==> src/rtl/lebcs_pkg.sv <==
// lebcs_pkg: shared types, codes and constants for the led blink-code sequencer
// used by lebcs_seq, led_error_blink_code_sequencer_core and lebcs_checker
// depends on nothing

package lebcs_pkg;

    // group length saturates here
    localparam int unsigned MAX_BLINKS = 15;
    localparam int unsigned US_PER_MS  = 1000;

    localparam int unsigned MS_W       = 16;
    // 65535 ms * 1000 fits in 26 bits
    localparam int unsigned DUR_W      = 26;
    localparam int unsigned TIME_W     = 32;
    localparam int unsigned CODE_W     = 4;
    localparam int unsigned GROUP_W    = 8;
    localparam int unsigned CFG_IDX_W  = 2;
    localparam int unsigned CFG_DATA_W = 16;
    localparam int unsigned S_TDATA_W  = 40;
    localparam int unsigned M_TDATA_W  = 8;

    // register indexes
    localparam logic [CFG_IDX_W-1:0] CFG_ON_TIME  = 2'd0;
    localparam logic [CFG_IDX_W-1:0] CFG_OFF_TIME = 2'd1;
    localparam logic [CFG_IDX_W-1:0] CFG_GAP_TIME = 2'd2;

    typedef logic [DUR_W-1:0] t_dur_us;

    localparam t_dur_us ON_RST_US  = t_dur_us'(250 * 1000);
    localparam t_dur_us OFF_RST_US = t_dur_us'(250 * 1000);
    localparam t_dur_us GAP_RST_US = t_dur_us'(1000 * 1000);

    typedef enum logic [1:0] {
        MODE_POLL   = 2'd0,
        MODE_DRIVE  = 2'd1,
        MODE_MANUAL = 2'd2,
        MODE_ERROR  = 2'd3
    } t_mode;

    typedef enum logic [1:0] {
        PH_IDLE = 2'd0,
        PH_LIT  = 2'd1,
        PH_DARK = 2'd2,
        PH_GAP  = 2'd3
    } t_phase;

    typedef struct packed {
        t_mode              mode;
        logic               flag_value;
        logic [CODE_W-1:0]  error_code;
        logic [TIME_W-1:0]  now_us;
    } t_event;

    typedef struct packed {
        logic               drive_active;
        logic               manual_on;
        logic [CODE_W-1:0]  active_error;
        t_phase             phase;
        logic [CODE_W-1:0]  blinks_done;
        logic [TIME_W-1:0]  phase_start_us;
        logic               previous_level;
    } t_seq_state;

    typedef struct packed {
        t_dur_us on_us;
        t_dur_us off_us;
        t_dur_us gap_us;
    } t_durations;

    localparam t_seq_state SEQ_RST = '{
        drive_active:   1'b0,
        manual_on:      1'b0,
        active_error:   '0,
        phase:          PH_IDLE,
        blinks_done:    '0,
        phase_start_us: '0,
        previous_level: 1'b0
    };

    localparam t_durations DUR_RST = '{
        on_us:  ON_RST_US,
        off_us: OFF_RST_US,
        gap_us: GAP_RST_US
    };

    // milliseconds to microseconds, product fits in DUR_W
    function automatic t_dur_us ms_to_us(input logic [MS_W-1:0] ms);
        return t_dur_us'(ms) * t_dur_us'(US_PER_MS);
    endfunction

endpackage

==> src/rtl/lebcs_seq.sv <==
// lebcs_seq: next-state logic of the blink-code sequencer for one event
// depends on lebcs_pkg

module lebcs_seq (
    input  lebcs_pkg::t_seq_state i_state,
    input  lebcs_pkg::t_event     i_event,
    input  lebcs_pkg::t_durations i_dur,
    output lebcs_pkg::t_seq_state o_state,
    output logic                  o_level,
    output logic                  o_changed
);

    lebcs_pkg::t_seq_state s;
    lebcs_pkg::t_dur_us    dur;
    logic [lebcs_pkg::TIME_W-1:0]  delta;
    logic                          done;
    logic [lebcs_pkg::GROUP_W-1:0] group;
    logic [lebcs_pkg::CODE_W-1:0]  blinks_inc;
    logic                          level;

    always_comb begin
        s = i_state;

        // flag and code writes come before the update
        unique case (i_event.mode)
            lebcs_pkg::MODE_DRIVE:  s.drive_active = i_event.flag_value;
            lebcs_pkg::MODE_MANUAL: s.manual_on    = i_event.flag_value;
            lebcs_pkg::MODE_ERROR:  s.active_error = i_event.error_code;
            default: ;
        endcase

        case (s.phase)
            lebcs_pkg::PH_LIT:  dur = i_dur.on_us;
            lebcs_pkg::PH_DARK: dur = i_dur.off_us;
            default:            dur = i_dur.gap_us;
        endcase

        // wrapping elapsed time
        delta = i_event.now_us - s.phase_start_us;
        done  = (delta >= lebcs_pkg::TIME_W'(dur));

        if (lebcs_pkg::GROUP_W'(s.active_error) > lebcs_pkg::GROUP_W'(lebcs_pkg::MAX_BLINKS)) begin
            group = lebcs_pkg::GROUP_W'(lebcs_pkg::MAX_BLINKS);
        end else begin
            group = lebcs_pkg::GROUP_W'(s.active_error);
        end

        blinks_inc = s.blinks_done + 1'b1;

        if (s.active_error == '0) begin
            s.phase = lebcs_pkg::PH_IDLE;
            level   = s.drive_active | s.manual_on;
        end else begin
            unique case (s.phase)
                lebcs_pkg::PH_IDLE: begin
                    s.phase          = lebcs_pkg::PH_LIT;
                    s.blinks_done    = '0;
                    s.phase_start_us = i_event.now_us;
                end
                lebcs_pkg::PH_LIT: begin
                    if (done) begin
                        s.phase          = lebcs_pkg::PH_DARK;
                        s.phase_start_us = i_event.now_us;
                    end
                end
                lebcs_pkg::PH_DARK: begin
                    if (done) begin
                        s.blinks_done    = blinks_inc;
                        s.phase          = (lebcs_pkg::GROUP_W'(blinks_inc) >= group)
                                           ? lebcs_pkg::PH_GAP : lebcs_pkg::PH_LIT;
                        s.phase_start_us = i_event.now_us;
                    end
                end
                default: begin
                    if (done) begin
                        s.phase          = lebcs_pkg::PH_LIT;
                        s.blinks_done    = '0;
                        s.phase_start_us = i_event.now_us;
                    end
                end
            endcase
            level = (s.phase == lebcs_pkg::PH_LIT);
        end

        o_changed        = (level != i_state.previous_level);
        s.previous_level = level;
        o_level          = level;
        o_state          = s;
    end

endmodule

==> src/rtl/led_error_blink_code_sequencer_core.sv <==
// led_error_blink_code_sequencer_core: top level of the led blink-code error indicator
// depends on lebcs_pkg and lebcs_seq

// usage
//   slave stream carries one event per request: tuser holds the mode, tdata the
//   flag level, error code and microsecond timestamp. master stream returns one
//   result per event: led level and a changed flag.
//   the config port writes on, off and gap times in ms; each write is converted
//   to microseconds on the spot, so write it only while no event is in flight.
// timing
//   an accepted event is held in the input register, then the sequencer
//   update runs as one subtract and compare into the result register, which
//   drives the master side. throughput is one event per cycle while the
//   master side is not stalled.
// reset
//   synchronous active low; flags, error code and sequencer return to idle and
//   dark, and the durations go back to 250 / 250 / 1000 ms.
// stalls
//   while the master side is stalled the result register holds; if the input
//   register is empty one more event is taken into it, after which tready drops.

module led_error_blink_code_sequencer_core (
    input  logic                              i_clk,
    input  logic                              i_rst_n,
    // slave stream
    input  logic                              i_s_axis_tvalid,
    output logic                              o_s_axis_tready,
    // [0] flag_value, [4:1] error_code, [36:5] now_us, [39:37] zero
    input  logic [lebcs_pkg::S_TDATA_W-1:0]   i_s_axis_tdata,
    // [1:0] mode
    input  logic [1:0]                        i_s_axis_tuser,
    // master stream
    output logic                              o_m_axis_tvalid,
    input  logic                              i_m_axis_tready,
    // [0] led_level, [1] led_changed, [7:2] zero
    output logic [lebcs_pkg::M_TDATA_W-1:0]   o_m_axis_tdata,
    // config write port
    input  logic                              i_cfg_we,
    input  logic [lebcs_pkg::CFG_IDX_W-1:0]   i_cfg_idx,
    input  logic [lebcs_pkg::CFG_DATA_W-1:0]  i_cfg_data
);

    // input register
    logic                  r_in_valid;
    lebcs_pkg::t_event     r_event;

    // result register
    logic                  r_out_valid;
    logic                  r_out_level;
    logic                  r_out_changed;

    // sequencer state and durations in microseconds
    lebcs_pkg::t_seq_state r_state;
    lebcs_pkg::t_seq_state n_state;
    lebcs_pkg::t_durations r_dur;
    logic                  n_out_level;
    logic                  n_out_changed;

    logic                  w_advance;
    logic                  w_in_take;
    logic                  w_step;

    // result register free or being emptied this cycle
    assign w_advance       = !r_out_valid || i_m_axis_tready;
    assign o_s_axis_tready = !r_in_valid || w_advance;
    assign w_in_take       = i_s_axis_tvalid && o_s_axis_tready;
    assign w_step          = r_in_valid && w_advance;

    lebcs_seq u_seq (
        .i_state   (r_state),
        .i_event   (r_event),
        .i_dur     (r_dur),
        .o_state   (n_state),
        .o_level   (n_out_level),
        .o_changed (n_out_changed)
    );

    // control state
    always_ff @(posedge i_clk) begin
        if (!i_rst_n) begin
            r_in_valid  <= 1'b0;
            r_out_valid <= 1'b0;
            r_state     <= lebcs_pkg::SEQ_RST;
            r_dur       <= lebcs_pkg::DUR_RST;
        end else begin
            if (o_s_axis_tready) begin
                r_in_valid <= i_s_axis_tvalid;
            end
            if (w_advance) begin
                r_out_valid <= r_in_valid;
            end
            if (w_step) begin
                r_state <= n_state;
            end
            if (i_cfg_we) begin
                unique case (i_cfg_idx)
                    lebcs_pkg::CFG_ON_TIME:  r_dur.on_us  <= lebcs_pkg::ms_to_us(i_cfg_data);
                    lebcs_pkg::CFG_OFF_TIME: r_dur.off_us <= lebcs_pkg::ms_to_us(i_cfg_data);
                    lebcs_pkg::CFG_GAP_TIME: r_dur.gap_us <= lebcs_pkg::ms_to_us(i_cfg_data);
                    default: ;
                endcase
            end
        end
    end

    // payload, no reset
    always_ff @(posedge i_clk) begin
        if (w_in_take) begin
            r_event.mode       <= lebcs_pkg::t_mode'(i_s_axis_tuser);
            r_event.flag_value <= i_s_axis_tdata[0];
            r_event.error_code <= i_s_axis_tdata[4:1];
            r_event.now_us     <= i_s_axis_tdata[36:5];
        end
        if (w_step) begin
            r_out_level   <= n_out_level;
            r_out_changed <= n_out_changed;
        end
    end

    assign o_m_axis_tvalid = r_out_valid;
    assign o_m_axis_tdata  = {6'b0, r_out_changed, r_out_level};

endmodule

==> config.mk <==
export PLATFORM = sky130hd
export DESIGN_NAME = led_error_blink_code_sequencer_core
export DESIGN_NICKNAME = d
export VERILOG_FILES = /design/src/rtl/lebcs_pkg.sv /design/src/rtl/lebcs_seq.sv /design/src/rtl/led_error_blink_code_sequencer_core.sv
export SDC_FILE = /design/constraint.sdc
export NUM_CORES = 1
export LEC_CHECK = 0
export BUFFER_PORTS_ARGS = -buffer_cell sky130_fd_sc_hd__clkbuf_2
export CAP_MARGIN = 20
export CORE_ASPECT_RATIO = 0.6
export CORE_MARGIN = 2
export CORE_UTILIZATION = 30
export DETAILED_ROUTE_END_ITERATION = 6
export SLEW_MARGIN = 20
export SYNTH_ARGS = -nofsm -noshare
export SYNTH_HDL_FRONTEND = slang
export SYNTH_SLANG_ARGS = --single-unit
==> constraint.sdc <==
create_clock -name i_clk -period 6 [get_ports i_clk]
set_input_delay 1.2 -clock i_clk [delete_from_list [all_inputs] [get_ports i_clk]]
set_output_delay 1.2 -clock i_clk [all_outputs]
set_load 0.1 [all_outputs]
==> results of run 1 <==
## synthesized netlist by cell type (3+ instances only)
cell type / count / share of area
o211a_1: 11 / 0.010
fa_1: 55 / 0.10
a21oi_1: 50 / 0.023
nand4_1: 16 / 0.0092
nor2_1: 45 / 0.016
mux2i_1: 8 / 0.0074
a22o_1: 32 / 0.026
or3_1: 3 / 0.0017
inv_1: 74 / 0.026
buf_2: 3 / 0.0014
nand3_1: 26 / 0.012
o21ai_0: 61 / 0.028
and3_1: 6 / 0.0035
buf_6: 3 / 0.0031
a22oi_1: 26 / 0.018
or2_2: 3 / 0.0017
a31oi_1: 6 / 0.0035
dfxtp_1: 116 / 0.21
and2_1: 8 / 0.0046
edfxtp_1: 41 / 0.11
nor3b_1: 3 / 0.0021
nand2_1: 164 / 0.057
o211ai_1: 22 / 0.015
o21bai_1: 5 / 0.0035
clkbuf_1: 39 / 0.014
nor2b_1: 20 / 0.012
nor3_1: 8 / 0.0037
buf_4: 9 / 0.0062
xnor2_1: 34 / 0.027
ha_1: 117 / 0.14
a21boi_0: 32 / 0.022
o21ai_1: 4 / 0.0018
a21boi_1: 3 / 0.0021
a211oi_1: 3 / 0.0021
nand2b_1: 16 / 0.0092
o21a_1: 4 / 0.0028
xor2_1: 11 / 0.0089
a21o_1: 24 / 0.017
## through the flow
stage | std cells | utilization | power [W]
floorplan | 1155 | - | 0.00275
global placement | 1657 | 0.332 | 0.00333
detailed placement | 1657 | 0.332 | 0.00338
CTS | 1688 | 0.349 | 0.00451
global route | 1688 | 0.349 | 0.00484
finish | 1688 | 0.349 | 0.00446
## final cells by class
cell class | instances | area [um^2] | area share
multi-input cells | 869 | 6780 | 0.551
flip-flops and latches | 157 | 3550 | 0.289
well taps | 467 | 584 | 0.0475
repair buffers | 90 | 513 | 0.0417
clock buffers | 21 | 504 | 0.0410
inverters | 74 | 278 | 0.0226
clock inverters | 10 | 97.6 | 0.00793
## flip-flops by register name, indices dropped and copies added, names as in the netlist
name and flops:
r_event 39, o_m_axis_tvalid 1, r_state 45, r_out_changed 1, r_out_level 1, r_in_valid 1
r_dur 69
## where the power goes
| group | internal (W) | total [W] | switching, W |
|---|---|---|---|
| Combinational | 0.000857 | 0.00211 | 0.00126 |
| Sequential | 0.00119 | 0.00124 | 0.0000525 |
| Clock | 0.000648 | 0.00111 | 0.000458 |
## final timing paths
check	start	end
worst max-delay path	i_cfg_data[0]	r_dur[48]
worst min-delay path	r_dur[76]	r_dur[76]
worst max register to register	r_event[4]	r_out_changed
worst min register to register	r_dur[76]	r_dur[76]
## cells by family after synthesis
kind of cell    count (synthesis)
buf+inv                       129
other cells                     1
mux                             8
compound gates                310
simple gates                  328
fa+ha+maj                     172
xor+xnor                       45
flops                         157
## layer usage
metal  routed length [um]  up-vias
met4                  139        0
met2                10500      134
met5                    0        -
met3                 1080       10
met1                13400     3879
li1                     -     4168
## worst reg2reg max path: stages, from the launching register on
cell	delay [ns]
edfxtp_1	0.42
ha_1	0.38
o211ai_1	0.10
a21o_1	0.20
a211oi_2	0.36
nor2_1	0.07
nor2_1	0.13
o21ai_0	0.09
nand2_1	0.12
a21oi_1	0.07
o21ai_0	0.19
xor2_1	0.19
ha_1	0.26
a21oi_1	0.14
o221ai_1	0.14
a21oi_1	0.15
a21oi_1	0.13
o2111ai_1	0.23
nand4_1	0.13
or3_1	0.43
a211oi_4	0.43
mux2i_1	0.45
mux2i_1	0.23
o211a_1	0.19
## what timing repair did
action,4_1_cts,5_1_grt
endpoints found under the setup margin,0,1
gates resized for setup,0,1
buffers inserted,0,0
==> results.json, run 1 <==
{
  "status": "finished, final reports clean",
  "synth_area_per_cell_um2": 9.42,
  "pre_cts_slack_ns": -0.207,
  "reg2reg_slack_ns": 0.62,
  "synth_compound_area_frac": 0.202,
  "cp.depth": 19,
  "grt.busiest_layer": "met1",
  "synth_xor_area_frac": 0.0364,
  "cts_tree": "yes",
  "worstPathArrival_ns": 6.02,
  "grt_use_met1": 0.210,
  "ys_seq_area_frac": 0.328,
  "maxSlewViolCount": 0,
  "p_leak_nw": 5.14,
  "antenna_found_initial": 0,
  "final_cell_mix": "164 x nand2_1, 117 x ha_1, 116 x dfxtp_1",
  "endpoint_kind": "register",
  "dp_hpwl_mm": 19.2,
  "cts_max_path_buffers": 2,
  "cp.required_ns": 6.30,
  "tns_ns": 0,
  "finalInstanceArea_um2": 12300,
  "gp_congestion": 0.807,
  "port_buffers": 65,
  "min_path_type": "reg2reg",
  "cp_slowest_stage_delay_ns": 0.57,
  "worst_pin_slew_ns": 1.01,
  "rows": 53,
  "grt_pass1_vias": 8068,
  "clkSinkCount": 157,
  "path_clk_slew_ns": 0.07,
  "ys_async_sr_fraction": 0,
  "hold-path-cell-count": 2,
  "synthMuxAreaShare": 0.00739,
  "cp_common_cell": "fa_1",
  "path_class": "in2reg",
  "synthSimpleGateAreaFrac": 0.139,
  "crit_chain": "clkbuf_2 -> fa_1 -> inv_1 -> fa_1 -> fa_1 -> inv_1 -> fa_1 -> ha_1 -> a21oi_1 -> o21bai_1 -> a21oi_1 -> o21ai_1 -> a41o_1 -> or4_1 -> a31o_2 -> buf_4 -> or3_1 -> nand3_1 -> o21ai_0",
  "cts.root.buffer_cell": "clkbuf_16",
  "track_usage": 0.141,
  "final_common_cell": "nand2_1",
  "synthAdderAreaFrac": 0.237,
  "rsz0062_at_grt": "no",
  "slowest_stage": "fa_1",
  "avgViaCountPerCell": 4.85,
  "wl_per_cell_um": 14.9,
  "yosysUniqueCellTypes": 70,
  "drive_above_1_share": 0.113,
  "fin_ws_ns": 0.283,
  "dieHeight_um": 151,
  "fill_cells": 3604,
  "syn-instance-count": 1150,
  "use_met2": 0.209,
  "coreArea_um2": 35300,
  "use_met3": 0.0327,
  "mappedNetlistArea_um2": 10800,
  "ys.flop_type": "dfxtp_1",
  "h-tree-depth": 4,
  "drt_iter0_drc": 562,
  "die_area_um2": 37700,
  "synth_top_family_by_area": "adder cells",
  "insertedDiodeCount": 0,
  "critPathLaunchType": "primary input",
  "period_share": 0.953,
  "drtPass1Iterations": 5,
  "yosysWarnings": 0,
  "antenna_left": 0,
  "critPathBufInv": 4,
  "drc": 0,
  "placed_area_um2": 11700,
  "initial_core_util": 0.307,
  "ios": 75,
  "hold_viol": 0,
  "power.density_nw_per_um2": 363,
  "area_growth_pct": 13.6,
  "drv_cap": 0,
  "reg2reg_depth": 23,
  "fmax_mhz": 175,
  "drt_wl_total_mm": 25.2,
  "skew_ns": 0.0102,
  "grt_pass1_wl_mm": 42.5,
  "hold_ws_ns": 0.462,
  "crit_fanout": 3,
  "vias": 8191,
  "ir_worst_vdd_v": 0.000245,
  "globalRouteOverflowTotal": 0,
  "hold_buffers": 0,
  "clkLatencyLatePin_ns": 0.44,
  "setup_viol_count_final": 0,
  "max-slew-margin-rel": 0.328,
  "critPathTopFamily": "adder cells",
  "synth_edf_count": 41,
  "grt_max_degree": 76,
  "period_minus_slack_ns": 5.72,
  "fp.dieW_um": 249,
  "ys_ff_latch": 157,
  "finalNetCount": 1446,
  "numCtsBuffers": 17
}
(Power assumes the default switching activity.)
==> inputs of run 2 (changes only) <==
--- a/config.mk
+++ b/config.mk
@@ -8,9 +8,10 @@
 export BUFFER_PORTS_ARGS = -buffer_cell sky130_fd_sc_hd__clkbuf_2
 export CAP_MARGIN = 20
 export CORE_ASPECT_RATIO = 0.6
-export CORE_MARGIN = 2
+export CORE_MARGIN = 5
 export CORE_UTILIZATION = 30
 export DETAILED_ROUTE_END_ITERATION = 6
+export REMOVE_ABC_BUFFERS = 1
 export SLEW_MARGIN = 20
 export SYNTH_ARGS = -nofsm -noshare
 export SYNTH_HDL_FRONTEND = slang
==> run 2 against run 1 <==
Effect of this change: core utilization decreased by 0.080 points; clock skew increased by 0.0042 ns; final area about the same; register-to-register slack got worse by 0.10 ns; wire length decreased by 3.9%; critical endpoint is now r_dur[74]; total power decreased by 2.9%; clock-buffer cell count decreased by 1; largest cell class unchanged; sequential power about the same.
==> results.json, run 2 (synthesis results as in run 1) <==
{
  "status": "finished, final reports clean",
  "wl_per_cell_um": 14.4,
  "setup_viol_count_final": 0,
  "critPathBufInv": 4,
  "cts_tree": "yes",
  "hold_ws_ns": 0.462,
  "fmax_mhz": 176,
  "p_int_w": 0.00269,
  "globalRouteOverflowTotal": 0,
  "r2r-start": "r_event[4]",
  "final_cell_mix": "164 x nand2_1, 117 x ha_1, 116 x dfxtp_1",
  "path_class": "in2reg",
  "crit_fanout": 3,
  "rows": 53,
  "final_common_cell": "nand2_1",
  "rsz0062_at_grt": "no",
  "drc": 0,
  "coreArea_um2": 35300,
  "grt_pass1_wl_mm": 40.6,
  "fin_ws_ns": 0.308,
  "slowest_stage": "fa_1",
  "reg_top3": "r_dur (69), r_state (45), r_event (39)",
  "reg2reg_slack_ns": 0.52,
  "r2r_end": "r_out_changed",
  "min_path_type": "reg2reg",
  "drt_wl_total_mm": 24.2,
  "max-slew-margin-rel": 0.327,
  "endpoint_kind": "register",
  "dp_hpwl_mm": 18.2,
  "vias": 8183,
  "hold_viol": 0,
  "gp_congestion": 0.843,
  "clkSinkCount": 157,
  "hold_buffers": 0,
  "worstPathArrival_ns": 5.97,
  "port_buffers": 65,
  "fill_cells": 3570,
  "largest_reg_flops": 69,
  "antenna_found_initial": 1,
  "grt_pass1_vias": 8016,
  "cts.root.buffer_cell": "clkbuf_16",
  "maxSlewViolCount": 0,
  "drv_cap": 0,
  "hold-path-cell-count": 2,
  "numCtsBuffers": 17,
  "period_minus_slack_ns": 5.69,
  "crit_chain": "clkbuf_2 -> fa_1 -> inv_1 -> fa_1 -> fa_1 -> inv_1 -> fa_1 -> ha_1 -> a21oi_1 -> o21bai_1 -> a21oi_1 -> o21ai_1 -> a41o_1 -> or4_1 -> a31o_2 -> buf_4 -> or3_1 -> nand3_1 -> o21ai_0",
  "worst_pin_slew_ns": 1.01,
  "grt_max_degree": 90,
  "cp.required_ns": 6.28,
  "p_switching_w": 0.00165,
  "avgViaCountPerCell": 4.85,
  "antenna_left": 0,
  "min_to": "r_dur[76]",
  "skew_ns": 0.0143,
  "critPathTopFamily": "adder cells",
  "cts_max_path_buffers": 2,
  "hp-start": "r_dur[76]",
  "regMostFlops": "r_dur",
  "path_clk_slew_ns": 0.06,
  "p_comb_frac": 0.457,
  "critPathLaunchType": "primary input",
  "tns_ns": 0,
  "drtPass1Iterations": 5,
  "initial_core_util": 0.306,
  "dieHeight_um": 157,
  "ios": 75,
  "power.density_nw_per_um2": 353,
  "power_frac_clock": 0.256,
  "drt_iter0_drc": 500,
  "period_share": 0.949,
  "reg2reg_depth": 23,
  "track_usage": 0.121,
  "die_area_um2": 40100,
  "area_growth_pct": 13.6,
  "pre_cts_slack_ns": -0.180,
  "h-tree-depth": 4,
  "p_leak_nw": 5.14,
  "ir_worst_vdd_v": 0.000250,
  "cp_common_cell": "fa_1",
  "switching_share": 0.379,
  "fp.dieW_um": 255,
  "sequentialPowerShare": 0.286,
  "cp_slowest_stage_delay_ns": 0.55,
  "clkLatencyLatePin_ns": 0.43,
  "drive_above_1_share": 0.113,
  "finalNetCount": 1444
}
-- run 2: layer usage --
| metal | wire length (um) | vias up | track usage |
|---|---|---|---|
| li1 | - | 4172 | - |
| met1 | 13100 | 3857 | 0.182 |
| met2 | 9990 | 139 | 0.180 |
| met3 | 923 | 15 | 0.0261 |
| met4 | 168 | 0 | 0.0275 |
| met5 | 0 | - | 0 |
-- run 2: final cells by class --
type | count | area, um^2 | area share
antenna | 1 | 2.50 | 0.000203
clock buffer | 20 | 478 | 0.0389
clock inverter | 11 | 126 | 0.0103
inverter | 74 | 278 | 0.0226
multi-input combinational | 869 | 6780 | 0.551
sequential | 157 | 3550 | 0.289
tap | 467 | 584 | 0.0475
timing repair buffer | 88 | 498 | 0.0405
-- run 2: metrics by stage --
step | power [W] | std cells | instance area [um^2] | util
2_1_floorplan | 0.00273 | 1100 | 10600 | -
3_3_place_gp | 0.00321 | 1655 | 11700 | 0.331
3_5_place_dp | 0.00324 | 1655 | 11700 | 0.331
4_1_cts | 0.00438 | 1686 | 12300 | 0.348
5_1_grt | 0.00472 | 1687 | 12300 | 0.348
6_report | 0.00434 | 1687 | 12300 | 0.348
-- run 2: worst max path at each step --
stage | slack, ns | from | cells after the start | endpoint
floorplan | 0.15 | i_cfg_data[0] | 18 | r_dur[24]
global placement | -0.11 | i_cfg_data[0] | 19 | r_dur[24]
detailed placement | -0.18 | i_cfg_data[0] | 19 | r_dur[24]
CTS | 0.26 | i_cfg_data[0] | 19 | r_dur[24]
global route | 0.003 | i_cfg_data[0] | 19 | r_dur[74]
finish | 0.31 | i_cfg_data[0] | 19 | r_dur[74]
-- run 2: worst reg2reg max path, stage by stage (launching register included) --
cell	delay, ns
edfxtp_1	0.40
ha_1	0.38
a21o_1	0.20
nor3_1	0.26
a211oi_2	0.14
nor2_1	0.11
nor2_1	0.06
o21ai_0	0.14
nand2_1	0.10
a21oi_1	0.15
o21ai_0	0.10
xor2_1	0.15
ha_1	0.31
a21oi_1	0.16
o221ai_1	0.16
a21oi_1	0.21
a21oi_1	0.12
o2111ai_1	0.32
nand4_1	0.14
or3_1	0.43
a211oi_4	0.40
mux2i_1	0.48
mux2i_1	0.25
o211a_1	0.18
-- run 2: timing repair --
item | in CTS | in global routing
endpoints found under the setup margin | 0 | 3
setup buffers | 0 | 0
resized for setup | 0 | 1
-- run 2: power groups by stage --
| stage | logic (W) | clock network (W) | registers [W] |
|---|---|---|---|
| floorplan | 0.00147 | 0 | 0.00126 |
| global placement | 0.00195 | 0 | 0.00126 |
| detailed placement | 0.00198 | 0 | 0.00126 |
| CTS | 0.00199 | 0.00114 | 0.00124 |
| global route | 0.00228 | 0.00119 | 0.00125 |
| finish | 0.00198 | 0.00111 | 0.00124 |
==> inputs of run 3 (changes only) <==
--- a/config.mk
+++ b/config.mk
@@ -11,8 +11,10 @@
 export CORE_MARGIN = 5
 export CORE_UTILIZATION = 30
 export DETAILED_ROUTE_END_ITERATION = 6
+export PLACE_DENSITY = 0.54
 export REMOVE_ABC_BUFFERS = 1
 export SLEW_MARGIN = 20
 export SYNTH_ARGS = -nofsm -noshare
 export SYNTH_HDL_FRONTEND = slang
 export SYNTH_SLANG_ARGS = --single-unit
+export TNS_END_PERCENT = 30
==> run 3 against run 2 <==
Effect of this change: global-route usage is 0.46 points higher; non-clock buffer count is 1 lower; register-to-register slack better by 0.07 ns; flip-flop and latch count stayed put.
==> results.json, run 3 (synthesis results as in run 1) <==
{
  "period_minus_slack_ns": 5.72,
  "placed_area_um2": 11700,
  "initial_core_util": 0.306,
  "regArea_um2": 3550,
  "cts.root.buffer_cell": "clkbuf_16",
  "numCtsBuffers": 17,
  "endpoint_kind": "register",
  "clkSinkCount": 157,
  "reg2reg_depth": 23,
  "largest_reg_flops": 69,
  "grt_pass1_vias": 8085,
  "cp.depth": 19,
  "fmax_mhz": 175,
  "avgViaCountPerCell": 4.84,
  "setup_viol_count_final": 0,
  "reg_top3": "r_dur (69), r_state (45), r_event (39)",
  "max-slew-margin-rel": 0.354,
  "clkLatencyLatePin_ns": 0.43,
  "dieHeight_um": 157,
  "cts_tree": "yes",
  "final_common_cell": "nand2_1",
  "fill_cells": 3621,
  "worstPathArrival_ns": 5.99,
  "wl_per_cell_um": 14.7,
  "insertedDiodeCount": 0,
  "hold_buffers": 0,
  "finalInstanceArea_um2": 12300,
  "maxSlewViolCount": 0,
  "path_clk_slew_ns": 0.06,
  "crit_fanout": 3,
  "dp_hpwl_mm": 18.7,
  "critPathTopFamily": "adder cells",
  "multiInputGateArea_um2": 6780,
  "h-tree-depth": 4,
  "antenna_left": 0,
  "drtPass1Iterations": 6,
  "globalRouteOverflowTotal": 0,
  "drv_cap": 0,
  "worst_pin_slew_ns": 0.969,
  "antenna_found_initial": 0,
  "rows": 53,
  "crit_path_end": "r_dur[48]",
  "die_area_um2": 40100,
  "r2r-start": "r_event[4]",
  "cp_slowest_stage_delay_ns": 0.55,
  "drc": 0,
  "min_path_type": "reg2reg",
  "cts_setup_buffers": 0,
  "slowest_stage": "fa_1",
  "cts_resized": 0,
  "cp.required_ns": 6.27,
  "skew_ns": 0.0120,
  "ios": 75,
  "power.density_nw_per_um2": 353,
  "coreArea_um2": 35300,
  "hold-path-cell-count": 2,
  "reg2reg_slack_ns": 0.59,
  "fp.dieW_um": 255,
  "finalNetCount": 1443,
  "status": "finished, final reports clean",
  "r2r_end": "r_out_changed",
  "track_usage": 0.126,
  "cts_max_path_buffers": 2,
  "critPathLaunchType": "primary input",
  "p_leak_nw": 5.13,
  "area_growth_pct": 13.5,
  "fin_total_pwr_w": 0.00435,
  "ir_worst_vdd_v": 0.000216,
  "drive_above_1_share": 0.113,
  "hold_viol": 0,
  "rsz0062_at_grt": "no",
  "regMostFlops": "r_dur",
  "path_class": "in2reg",
  "critical_path.startpoint": "i_cfg_data[0]",
  "critPathBufInv": 4,
  "vias": 8154,
  "final_cell_mix": "164 x nand2_1, 117 x ha_1, 116 x dfxtp_1",
  "grt_max_degree": 76,
  "drt_wl_total_mm": 24.8,
  "crit_chain": "clkbuf_2 -> fa_1 -> inv_1 -> fa_1 -> fa_1 -> inv_1 -> fa_1 -> ha_1 -> a21oi_1 -> o21bai_1 -> a21oi_1 -> o21ai_1 -> a41o_1 -> or4_1 -> a31o_2 -> buf_4 -> or3_1 -> nand3_1 -> o21ai_0",
  "cp_common_cell": "fa_1",
  "period_share": 0.953,
  "grt_pass1_wl_mm": 42.0,
  "gp_congestion": 0.815,
  "drt_iter0_drc": 478,
  "port_buffers": 65
}
[run 3: cell type report]
| cell class | instances | share of cell area |
|---|---|---|
| Multi-Input combinational cell | 869 | 0.551 |
| Sequential cell | 157 | 0.289 |
| Tap cell | 467 | 0.0475 |
| Clock buffer | 22 | 0.0429 |
| Timing Repair Buffer | 87 | 0.0399 |
| Inverter | 74 | 0.0226 |
| Clock inverter | 10 | 0.00682 |
[run 3: tightest hold or removal path, stage by stage, from the launching register on]
cell and delay (ns):
dfxtp_1 0.31, nand2_1 0.05, a21boi_1 0.05
[run 3: worst min-delay path by stage]
stage                   start        end  slack [ns]
detailed placement  r_dur[50]  r_dur[50]        0.45
global placement    r_dur[18]  r_dur[18]        0.44
CTS                 r_dur[50]  r_dur[50]        0.46
finish              r_dur[50]  r_dur[50]        0.46
global route        r_dur[50]  r_dur[50]        0.47
floorplan           r_dur[18]  r_dur[18]        0.43
[run 3: power breakdown]
| group | switching, W | internal [W] | total (W) | leakage (nW) |
|---|---|---|---|---|
| clock | 0.000475 | 0.000638 | 0.00111 | 0.303 |
| combinational | 0.00115 | 0.000837 | 0.00199 | 3.48 |
| sequential | 0.0000521 | 0.00119 | 0.00124 | 1.34 |
[run 3: stage by stage]
stage          TNS, ns  hold WS (ns)  cells  setup WS [ns]  utilization
2_1_floorplan        0         0.433   1100          0.148            -
3_3_place_gp    -0.568         0.445   1654         -0.132        0.331
3_5_place_dp    -0.674         0.449   1654         -0.160        0.331
4_1_cts              0         0.459   1686          0.270        0.348
5_1_grt              0         0.472   1686         0.0109        0.348
6_report             0         0.459   1686          0.279        0.348
[run 3: layer usage]
layer,vias up,GRT usage,share of wire
li1,4182,-,-
met1,3828,0.190,0.55
met2,125,0.189,0.41
met3,19,0.0229,0.032
met4,0,0.0254,0.0070
met5,-,0,0
